`src/rtl/aqg_pkg.sv`:
```
// ----------------------------------------------------------------------------
// aqg_pkg
// Shared types, codes and constants of the adaptive quality governor.
// ----------------------------------------------------------------------------
package aqg_pkg;

  localparam int unsigned QUALITY_LEVELS_DEF    = 6;
  localparam int unsigned MAX_WINDOW_FRAMES_DEF = 4096;
  localparam int unsigned WINDOW_US_DEF         = 500000;

  localparam int unsigned ACTION_W  = 2;
  localparam int unsigned STATUS_W  = 2;
  localparam int unsigned QUAL_W    = 3;
  localparam int unsigned DT_W      = 20;
  localparam int unsigned SCALE_W   = 16;
  localparam int unsigned RATE_W    = 24;
  localparam int unsigned PROD_W    = SCALE_W + DT_W;
  localparam int unsigned TARGET_W  = 10;
  localparam int unsigned IVL_W     = 26;
  localparam int unsigned IVL_LEFT_W = IVL_W + 1;
  localparam int unsigned CFG_IDX_W = 3;
  localparam int unsigned CFG_DATA_W = 26;
  localparam int unsigned S_DATA_W  = 40;
  localparam int unsigned M_DATA_W  = 32;

  localparam logic [DT_W-1:0]       USEC_PER_SEC = DT_W'(1000000);
  localparam logic [11:0]           MARGIN_Q8    = 12'd2560;

  localparam logic [TARGET_W-1:0]   TARGET_RST   = TARGET_W'(60);
  localparam logic [IVL_W-1:0]      INTERVAL_RST = IVL_W'(1000000);
  localparam logic [QUAL_W-1:0]     MIN_Q_RST    = QUAL_W'(0);
  localparam logic [QUAL_W-1:0]     MAX_Q_RST    = QUAL_W'(5);
  localparam logic [QUAL_W-1:0]     INIT_Q_RST   = QUAL_W'(2);

  typedef enum logic [ACTION_W-1:0] {
    ACT_FRAME  = 2'd0,
    ACT_SELECT = 2'd1,
    ACT_AUTO   = 2'd2,
    ACT_NONE   = 2'd3
  } action_e;

  typedef enum logic [STATUS_W-1:0] {
    STAT_OK      = 2'd0,
    STAT_ZERO_DT = 2'd1,
    STAT_BAD_SEL = 2'd2,
    STAT_BAD_CFG = 2'd3
  } status_e;

  typedef enum logic [CFG_IDX_W-1:0] {
    REG_TARGET_FPS  = 3'd0,
    REG_INTERVAL_US = 3'd1,
    REG_MIN_QUALITY = 3'd2,
    REG_MAX_QUALITY = 3'd3,
    REG_INIT_QUALITY = 3'd4
  } cfg_reg_e;

  typedef enum logic [2:0] {
    ST_IDLE,
    ST_DECODE,
    ST_RATE_GO,
    ST_RATE_WAIT,
    ST_AVG_GO,
    ST_AVG_WAIT,
    ST_ADJUST,
    ST_OUT
  } state_e;

  typedef struct packed {
    logic start;
    logic done;
  } div_ctl_t;

endpackage

```
`src/rtl/aqg_div.sv`:
```
// ----------------------------------------------------------------------------
// aqg_div
// Restoring radix-2 divider, one quotient bit per cycle.
// ----------------------------------------------------------------------------
module aqg_div import aqg_pkg::*; #(
  parameter int unsigned DVD_W = 37,
  parameter int unsigned DVS_W = 20
) (
  input  logic             clk_i,
  input  logic             rst_ni,
  input  logic             start_i,
  input  logic [DVD_W-1:0] dividend_i,
  input  logic [DVS_W-1:0] divisor_i,
  output div_ctl_t         ctl_o,
  output logic [DVD_W-1:0] quotient_o
);

  localparam int unsigned CNT_W = $clog2(DVD_W + 1);

  logic [DVD_W-1:0] quo_q, quo_d;
  logic [DVS_W-1:0] rem_q, rem_d;
  logic [DVS_W-1:0] dvs_q, dvs_d;
  logic [CNT_W-1:0] cnt_q, cnt_d;
  logic             busy_q, busy_d;
  logic             done_q, done_d;
  logic [DVS_W:0]   trial;
  logic [DVS_W:0]   diff;
  logic             fits;

  assign trial = {rem_q, quo_q[DVD_W-1]};
  assign diff  = trial - {1'b0, dvs_q};
  assign fits  = trial >= {1'b0, dvs_q};

  always_comb begin
    quo_d  = quo_q;
    rem_d  = rem_q;
    dvs_d  = dvs_q;
    cnt_d  = cnt_q;
    busy_d = busy_q;
    done_d = 1'b0;
    if (start_i) begin
      quo_d  = dividend_i;
      rem_d  = '0;
      dvs_d  = divisor_i;
      cnt_d  = CNT_W'(DVD_W);
      busy_d = 1'b1;
    end else if (busy_q) begin
      rem_d = fits ? diff[DVS_W-1:0] : trial[DVS_W-1:0];
      quo_d = {quo_q[DVD_W-2:0], fits};
      cnt_d = cnt_q - 1'b1;
      if (cnt_q == CNT_W'(1)) begin
        busy_d = 1'b0;
        done_d = 1'b1;
      end
    end
  end

  always_ff @(posedge clk_i or negedge rst_ni) begin
    if (!rst_ni) begin
      busy_q <= 1'b0;
      done_q <= 1'b0;
      cnt_q  <= '0;
    end else begin
      busy_q <= busy_d;
      done_q <= done_d;
      cnt_q  <= cnt_d;
    end
  end

  always_ff @(posedge clk_i) begin
    quo_q <= quo_d;
    rem_q <= rem_d;
    dvs_q <= dvs_d;
  end

  assign ctl_o.start = start_i;
  assign ctl_o.done  = done_q;
  assign quotient_o  = quo_q;

endmodule

```
`src/rtl/adaptive_quality_governor.sv`:
```
// ----------------------------------------------------------------------------
// adaptive_quality_governor
// Picks a rendering quality level from measured frame rates.
// ----------------------------------------------------------------------------
// One word in, one word out. A frame update multiplies the time scale by one
// million, then divides by the frame time on a shared one-bit-per-cycle
// divider; when the window closes the same divider forms the window average,
// a second pass of the same length. The input is not ready while a word is
// in progress; a finished result sits in the output register and the next
// word is taken meanwhile.
module adaptive_quality_governor import aqg_pkg::*; #(
  parameter int unsigned QUALITY_LEVELS    = QUALITY_LEVELS_DEF,
  parameter int unsigned MAX_WINDOW_FRAMES = MAX_WINDOW_FRAMES_DEF,
  parameter int unsigned WINDOW_US         = WINDOW_US_DEF
) (
  input  logic                  clk_i,
  input  logic                  rst_ni,
  input  logic                  s_axis_tvalid,
  output logic                  s_axis_tready,
  // frame_time_us[19:0], time_scale[35:20], manual_quality[38:36],
  // automatic_on[39]
  input  logic [S_DATA_W-1:0]   s_axis_tdata,
  // action[1:0]
  input  logic [ACTION_W-1:0]   s_axis_tuser,
  output logic                  m_axis_tvalid,
  input  logic                  m_axis_tready,
  // status[1:0], quality[4:2], quality_changed[5], fps_average[29:6],
  // automatic_res[30], zero[31]
  output logic [M_DATA_W-1:0]   m_axis_tdata,
  input  logic                  cfg_we_i,
  input  logic [CFG_IDX_W-1:0]  cfg_idx_i,
  input  logic [CFG_DATA_W-1:0] cfg_data_i
);

  localparam int unsigned FC_W  = $clog2(MAX_WINDOW_FRAMES + 1);
  localparam int unsigned ACC_W = RATE_W + FC_W;
  localparam int unsigned WU_W  = $clog2(WINDOW_US + 1);
  localparam int unsigned WL_W  = ((WU_W > DT_W) ? WU_W : DT_W) + 1;
  localparam int unsigned DIV_W = (ACC_W > PROD_W) ? ACC_W : PROD_W;
  localparam int unsigned DVS_W = (FC_W > DT_W) ? FC_W : DT_W;

  // configuration
  logic [TARGET_W-1:0] tgt_q, tgt_d;
  logic [IVL_W-1:0]    ivl_q, ivl_d;
  logic [QUAL_W-1:0]   minq_q, minq_d;
  logic [QUAL_W-1:0]   maxq_q, maxq_d;
  logic [QUAL_W-1:0]   initq_q, initq_d;

  // governor state
  state_e                 state_q, state_d;
  logic [QUAL_W-1:0]      qual_q, qual_d;
  logic                   auto_q, auto_d;
  logic signed [IVL_LEFT_W-1:0] ivleft_q, ivleft_d;
  logic signed [WL_W-1:0] win_q, win_d;
  logic [ACC_W-1:0]       acc_q, acc_d;
  logic [FC_W-1:0]        frames_q, frames_d;
  logic [RATE_W-1:0]      avg_q, avg_d;
  status_e                stat_q, stat_d;
  logic                   chg_q, chg_d;

  // word in progress
  action_e             act_q;
  logic [DT_W-1:0]     dt_q;
  logic [SCALE_W-1:0]  scale_q;
  logic [QUAL_W-1:0]   mq_q;
  logic                aon_q;
  logic [PROD_W-1:0]   prod_q, prod_d;

  // output register
  logic                m_valid_q, m_valid_d;
  logic [M_DATA_W-1:0] m_data_q, m_data_d;

  logic                s_accept;
  logic                cfg_hit;
  logic                cfg_good_now;
  logic                div_start;
  logic [DIV_W-1:0]    div_dvd;
  logic [DVS_W-1:0]    div_dvs;
  logic [DIV_W-1:0]    div_quo;
  div_ctl_t            div_ctl;
  logic [RATE_W-1:0]   rate;
  logic [ACC_W-1:0]    acc_sum;
  logic [FC_W-1:0]     frames_inc;
  logic signed [WL_W-1:0] win_sub;
  logic signed [IVL_LEFT_W-1:0] iv_sub;
  logic [RATE_W:0]     avg_up;
  logic [RATE_W:0]     tq;
  logic [RATE_W:0]     tq_up;

  function automatic logic cfg_ok(input logic [TARGET_W-1:0] t, input logic [IVL_W-1:0] iv,
                                  input logic [QUAL_W-1:0] lo, input logic [QUAL_W-1:0] hi,
                                  input logic [QUAL_W-1:0] ini);
    return (t != '0) && (iv != '0) && (lo <= ini) && (ini <= hi) &&
           (32'(hi) < QUALITY_LEVELS);
  endfunction

  assign s_axis_tready = (state_q == ST_IDLE);
  assign s_accept      = s_axis_tvalid && s_axis_tready;
  assign m_axis_tvalid = m_valid_q;
  assign m_axis_tdata  = m_data_q;

  assign cfg_good_now = cfg_ok(tgt_q, ivl_q, minq_q, maxq_q, initq_q);

  assign rate       = (|div_quo[DIV_W-1:RATE_W]) ? '1 : div_quo[RATE_W-1:0];
  assign acc_sum    = acc_q + ACC_W'(rate);
  assign frames_inc = frames_q + 1'b1;
  assign win_sub    = win_q - $signed({{(WL_W-DT_W){1'b0}}, dt_q});
  assign iv_sub     = ivleft_q - $signed({{(IVL_LEFT_W-DT_W){1'b0}}, dt_q});
  assign avg_up     = {1'b0, avg_q} + (RATE_W+1)'(MARGIN_Q8);
  assign tq         = (RATE_W+1)'({tgt_q, 8'd0});
  assign tq_up      = tq + (RATE_W+1)'(MARGIN_Q8);

  assign div_start = (state_q == ST_RATE_GO) || (state_q == ST_AVG_GO);
  assign div_dvd   = (state_q == ST_AVG_GO) ? DIV_W'(acc_q) : DIV_W'(prod_q);
  assign div_dvs   = (state_q == ST_AVG_GO) ? DVS_W'(frames_q) : DVS_W'(dt_q);

  aqg_div #(
    .DVD_W (DIV_W),
    .DVS_W (DVS_W)
  ) u_div (
    .clk_i      (clk_i),
    .rst_ni     (rst_ni),
    .start_i    (div_start),
    .dividend_i (div_dvd),
    .divisor_i  (div_dvs),
    .ctl_o      (div_ctl),
    .quotient_o (div_quo)
  );

  always_comb begin
    state_d   = state_q;
    qual_d    = qual_q;
    auto_d    = auto_q;
    ivleft_d  = ivleft_q;
    win_d     = win_q;
    acc_d     = acc_q;
    frames_d  = frames_q;
    avg_d     = avg_q;
    stat_d    = stat_q;
    chg_d     = chg_q;
    prod_d    = prod_q;
    m_valid_d = m_valid_q;
    m_data_d  = m_data_q;
    tgt_d     = tgt_q;
    ivl_d     = ivl_q;
    minq_d    = minq_q;
    maxq_d    = maxq_q;
    initq_d   = initq_q;
    cfg_hit   = 1'b1;

    if (m_axis_tready) begin
      m_valid_d = 1'b0;
    end

    unique case (state_q)
      ST_IDLE: begin
        if (s_accept) begin
          state_d = ST_DECODE;
        end
      end
      ST_DECODE: begin
        stat_d  = STAT_OK;
        chg_d   = 1'b0;
        state_d = ST_OUT;
        unique case (act_q)
          ACT_FRAME: begin
            if (!cfg_good_now) begin
              stat_d = STAT_BAD_CFG;
            end else if (dt_q == '0) begin
              stat_d = STAT_ZERO_DT;
            end else begin
              prod_d  = PROD_W'(scale_q) * PROD_W'(USEC_PER_SEC);
              state_d = ST_RATE_GO;
            end
          end
          ACT_SELECT: begin
            if (!cfg_good_now) begin
              stat_d = STAT_BAD_CFG;
            end else if ((mq_q < minq_q) || (mq_q > maxq_q)) begin
              stat_d = STAT_BAD_SEL;
            end else begin
              chg_d  = (mq_q != qual_q);
              qual_d = mq_q;
              auto_d = 1'b0;
            end
          end
          ACT_AUTO: begin
            auto_d = aon_q;
          end
          default: begin
          end
        endcase
      end
      ST_RATE_GO: begin
        state_d = ST_RATE_WAIT;
      end
      ST_RATE_WAIT: begin
        if (div_ctl.done) begin
          acc_d    = acc_sum;
          frames_d = frames_inc;
          win_d    = win_sub;
          if ((win_sub <= 0) || (frames_inc >= FC_W'(MAX_WINDOW_FRAMES))) begin
            state_d = ST_AVG_GO;
          end else begin
            state_d = ST_ADJUST;
          end
        end
      end
      ST_AVG_GO: begin
        state_d = ST_AVG_WAIT;
      end
      ST_AVG_WAIT: begin
        if (div_ctl.done) begin
          avg_d    = div_quo[RATE_W-1:0];
          win_d    = WL_W'(WINDOW_US);
          acc_d    = '0;
          frames_d = '0;
          state_d  = ST_ADJUST;
        end
      end
      ST_ADJUST: begin
        state_d = ST_OUT;
        if (auto_q) begin
          ivleft_d = iv_sub;
          if (iv_sub < 0) begin
            if ((avg_up >= tq) && (qual_q < maxq_q)) begin
              qual_d = qual_q + 1'b1;
              chg_d  = 1'b1;
            end else if (({1'b0, avg_q} <= tq_up) && (qual_q > minq_q)) begin
              qual_d = qual_q - 1'b1;
              chg_d  = 1'b1;
            end
            ivleft_d = $signed({1'b0, ivl_q});
          end
        end
      end
      ST_OUT: begin
        if (!m_valid_q || m_axis_tready) begin
          m_valid_d = 1'b1;
          m_data_d  = M_DATA_W'({auto_q, avg_q, chg_q, qual_q, stat_q});
          state_d   = ST_IDLE;
        end
      end
      default: begin
        state_d = ST_IDLE;
      end
    endcase

    if (cfg_we_i) begin
      unique case (cfg_idx_i)
        REG_TARGET_FPS:   tgt_d   = cfg_data_i[TARGET_W-1:0];
        REG_INTERVAL_US:  ivl_d   = cfg_data_i[IVL_W-1:0];
        REG_MIN_QUALITY:  minq_d  = cfg_data_i[QUAL_W-1:0];
        REG_MAX_QUALITY:  maxq_d  = cfg_data_i[QUAL_W-1:0];
        REG_INIT_QUALITY: initq_d = cfg_data_i[QUAL_W-1:0];
        default:          cfg_hit = 1'b0;
      endcase
      if (cfg_hit && cfg_ok(tgt_d, ivl_d, minq_d, maxq_d, initq_d)) begin
        qual_d   = initq_d;
        chg_d    = 1'b0;
        ivleft_d = $signed({1'b0, ivl_d});
        win_d    = WL_W'(WINDOW_US);
        acc_d    = '0;
        frames_d = '0;
        avg_d    = '0;
      end
    end
  end

  always_ff @(posedge clk_i or negedge rst_ni) begin
    if (!rst_ni) begin
      state_q   <= ST_IDLE;
      tgt_q     <= TARGET_RST;
      ivl_q     <= INTERVAL_RST;
      minq_q    <= MIN_Q_RST;
      maxq_q    <= MAX_Q_RST;
      initq_q   <= INIT_Q_RST;
      qual_q    <= INIT_Q_RST;
      auto_q    <= 1'b1;
      ivleft_q  <= $signed({1'b0, INTERVAL_RST});
      win_q     <= WL_W'(WINDOW_US);
      acc_q     <= '0;
      frames_q  <= '0;
      avg_q     <= '0;
      stat_q    <= STAT_OK;
      chg_q     <= 1'b0;
      m_valid_q <= 1'b0;
    end else begin
      state_q   <= state_d;
      tgt_q     <= tgt_d;
      ivl_q     <= ivl_d;
      minq_q    <= minq_d;
      maxq_q    <= maxq_d;
      initq_q   <= initq_d;
      qual_q    <= qual_d;
      auto_q    <= auto_d;
      ivleft_q  <= ivleft_d;
      win_q     <= win_d;
      acc_q     <= acc_d;
      frames_q  <= frames_d;
      avg_q     <= avg_d;
      stat_q    <= stat_d;
      chg_q     <= chg_d;
      m_valid_q <= m_valid_d;
    end
  end

  always_ff @(posedge clk_i) begin
    prod_q   <= prod_d;
    m_data_q <= m_data_d;
    if (s_accept) begin
      act_q   <= action_e'(s_axis_tuser);
      dt_q    <= s_axis_tdata[19:0];
      scale_q <= s_axis_tdata[35:20];
      mq_q    <= s_axis_tdata[38:36];
      aon_q   <= s_axis_tdata[39];
    end
  end

endmodule
```
`config.mk`:
```
export PLATFORM = sky130hd
export DESIGN_NAME = adaptive_quality_governor
export DESIGN_NICKNAME = d
export VERILOG_FILES = /design/src/rtl/aqg_pkg.sv /design/src/rtl/aqg_div.sv /design/src/rtl/adaptive_quality_governor.sv
export SDC_FILE = /design/constraint.sdc
export NUM_CORES = 1
export LEC_CHECK = 0
export ABC_CLOCK_PERIOD_IN_PS = 10900
export BUFFER_PORTS_ARGS = -buffer_cell sky130_fd_sc_hd__buf_2
export CAP_MARGIN = 30
export CELL_PAD_IN_SITES_DETAIL_PLACEMENT = 0
export CELL_PAD_IN_SITES_GLOBAL_PLACEMENT = 1
export CORE_ASPECT_RATIO = 1.25
export CORE_MARGIN = 2
export CORE_UTILIZATION = 45
export CTS_BUF_LIST = sky130_fd_sc_hd__clkbuf_16
export DETAILED_ROUTE_END_ITERATION = 6
export GPL_ROUTABILITY_DRIVEN = 0
export PLACE_DENSITY_LB_ADDON = 0.1
export SLEW_MARGIN = 20
export SYNTH_ARGS = -nofsm -noshare
export SYNTH_HDL_FRONTEND = slang
export SYNTH_HIERARCHICAL = 1
export SYNTH_SLANG_ARGS = --single-unit
```
`constraint.sdc`:
```
create_clock -name clk_i -period 10.9 [get_ports clk_i]
set_clock_uncertainty 0.15 [all_clocks]
set_input_delay 1.635 -clock clk_i [delete_from_list [all_inputs] [get_ports clk_i]]
set_output_delay 1.635 -clock clk_i [all_outputs]
set_load 0.01 [all_outputs]
```
==> results.sh <==
export IMPL_cap_violations=0
export IMPL_fp_row_count=97
export IMPL_cts_root_buffer="clkbuf_16"
export IMPL_htree_num_levels=2
export IMPL_viasPerCell=5.72
export IMPL_cts_resized=0
export IMPL_stdcell_count=3430
export IMPL_drive_above_1_share_pct=14.4
export IMPL_crit_family="adder cells"
export IMPL_status="finished clean"
export IMPL_finalMaxSlewViolations=0
export IMPL_grt_busiest_layer="met2"
export IMPL_ctsHoldBuffers=0
export IMPL_wl_per_cell_microns=19.5
export IMPL_startpoint_type="flip-flop"
export IMPL_whs_endpoint="m_axis_tdata[1]$_DFFE_PP_"
export IMPL_num_fill_cells=5257
export IMPL_finalCritPeriodShare_pct=56.8
export IMPL_setup_viol_count_final=0
export IMPL_ir_drop_uv=124
export IMPL_wl_microns=67000
export IMPL_cp_slowest_stage_delay_ps=580
export IMPL_critPathArrivalTime_ps=6360
export IMPL_num_vias=19600
export IMPL_crit_chain="inv_1, fa_1, inv_1, fa_1, fa_1, fa_1, ha_1, inv_1, fa_1, inv_1, ha_1, a21oi_1, o21ai_0, a31oi_1, a21boi_0, a21boi_0, a41oi_1, a21oi_1, a21o_1, a21oi_1, xnor2_1"
export IMPL_path_class="reg -> reg"
export IMPL_drc=0
export IMPL_cts_made_buffers=43
export IMPL_synth_area_sq_um=25300
export IMPL_route_antenna_remaining_nets=0
export IMPL_period_minus_slack_ps=6190
export IMPL_cp_max_fo=7
export IMPL_path_buf_inv=4
export IMPL_met2_usage_pct=40.8
export IMPL_utilization_pct=50.2
export IMPL_netlist_instances=2578
export IMPL_path_common_cell="fa_1"
export IMPL_grt_util_met1_pct=28.4
export IMPL_rsz0062_at_grt="no"
export IMPL_crit_path_end_kind="flip-flop"
export IMPL_die_area_sq_um=58100
export IMPL_r2r_start="scale_q[1]$_DFFE_PP_"
export IMPL_fin_setup_tns_ps=0
export IMPL_dpl_hpwl_microns=48600
export IMPL_hold_path_class="reg -> reg"
export IMPL_gr_total_overflow=0
export IMPL_dp_cells=3348
export IMPL_area_delta_synth_final_pct=10.8
export IMPL_track_usage_pct=22.9
export IMPL_timing_fmax_mhz=162
export IMPL_relSlewSlack_pct=37.1
export IMPL_postSynthAreaPerCell_sq_um=9.81
export IMPL_insertedDiodeCount=0
export IMPL_die_h_microns=269
export IMPL_fp_dieW_microns=216
export IMPL_start_util_pct=45.3
export IMPL_grt_pass1_wl_microns=106000
export IMPL_r2r_cells=21
export IMPL_cp_required_ps=11070
export IMPL_post_cts_setup_buffer_count=0
export IMPL_use_met3_pct=2.71
export IMPL_coreArea_sq_um=55800
export IMPL_first_pass_iters=6
export IMPL_grt_max_degree=70
export IMPL_grt_pass1_vias=19600
export IMPL_path_clk_slew_ps=60
export IMPL_r2r_slack_ps=4710
export IMPL_reg2reg_to="prod_q[35]$_DFFE_PP_"
export IMPL_drt_iter0_drc=1199
export IMPL_syn_num_nets=2954
export IMPL_nets=3029
export IMPL_port_buffers=108
export IMPL_worstHoldStart="stat_q[1]$_DFFE_PN0P_"
export IMPL_cts_tree="built"
export IMPL_hold_path_cell_count=0
export IMPL_power_density_nw_per_um2=149
export IMPL_clockBufferDepth=3
export IMPL_worst_slew_pin_slew_ps=944
export IMPL_clock_sinks=366
export IMPL_grt_antenna_before_repair=0
export IMPL_leakagePower_nw=12.4
export IMPL_layout_cells_most_common_list="ha_1, inv_1, nand2_1"
export IMPL_final_common_cell="ha_1"
export IMPL_cpMaxStageDelayCell="fa_1"
export IMPL_io_pins=110
export IMPL_worstSkewPairLatency_ps=580
export IMPL_hold_viol=0
export IMPL_yosys_warnings=6
[layer usage]
layer	vias to the layer above	share of wire [%]	wire length, microns
li1	9504	-	-
met1	9620	43	28600
met2	388	50	33500
met3	124	3.6	2400
met4	0	3.7	2480
met5	-	0	0
[worst max-delay path by stage]
stage	depth (start not counted)	from	to	slack, ps
3_5_place_dp	21	scale_q[1]$_DFFE_PP_	prod_q[35]$_DFFE_PP_	4700
6_report	21	scale_q[1]$_DFFE_PP_	prod_q[35]$_DFFE_PP_	4710
2_1_floorplan	21	scale_q[6]$_DFFE_PP_	prod_q[34]$_DFFE_PP_	5150
3_3_place_gp	21	scale_q[1]$_DFFE_PP_	prod_q[35]$_DFFE_PP_	4750
5_1_grt	21	scale_q[2]$_DFFE_PP_	prod_q[35]$_DFFE_PP_	4330
4_1_cts	21	scale_q[1]$_DFFE_PP_	prod_q[35]$_DFFE_PP_	4690
[area by class of cell]
class / count / area [sq um] / share of cell area, %
multi-input cells: 1911 / 14300 / 50.9
flip-flops and latches: 366 / 9900 / 35.3
clock buffers: 44 / 1100 / 3.93
well taps: 742 / 928 / 3.32
repair buffers: 132 / 769 / 2.75
inverters: 199 / 747 / 2.67
clock inverters: 36 / 304 / 1.09
[registers in the layout, indices dropped and copies added (netlist names), 21 cells and up]
signal,cells
acc_q,37
avg_q,24
ivl_q,26
ivleft_q,27
m_axis_tdata,31
prod_q,30
u_div/quotient_o,37
win_q,21
[through the flow]
| step | total power [W] | hold WS (ps) | area, sq um | setup slack, ps |
|---|---|---|---|---|
| finish | 0.00418 | 322 | 28000 | 4710 |
| global route | 0.00441 | 334 | 28000 | 4330 |
| CTS | 0.00421 | 319 | 28000 | 4690 |
| detailed placement | 0.00274 | 305 | 26600 | 4700 |
| global placement | 0.00271 | 297 | 26500 | 4750 |
| floorplan | 0.00246 | 270 | 25300 | 5150 |
[where the power goes]
| group | switching [W] | leakage [nW] | internal (W) |
|---|---|---|---|
| logic | 0.000556 | 7.60 | 0.000421 |
| clock network | 0.000599 | 0.723 | 0.000851 |
| registers | 0.000155 | 4.06 | 0.00159 |
| total | 0.00131 | 12.4 | 0.00287 |
Power figures use the tool's default switching activity.
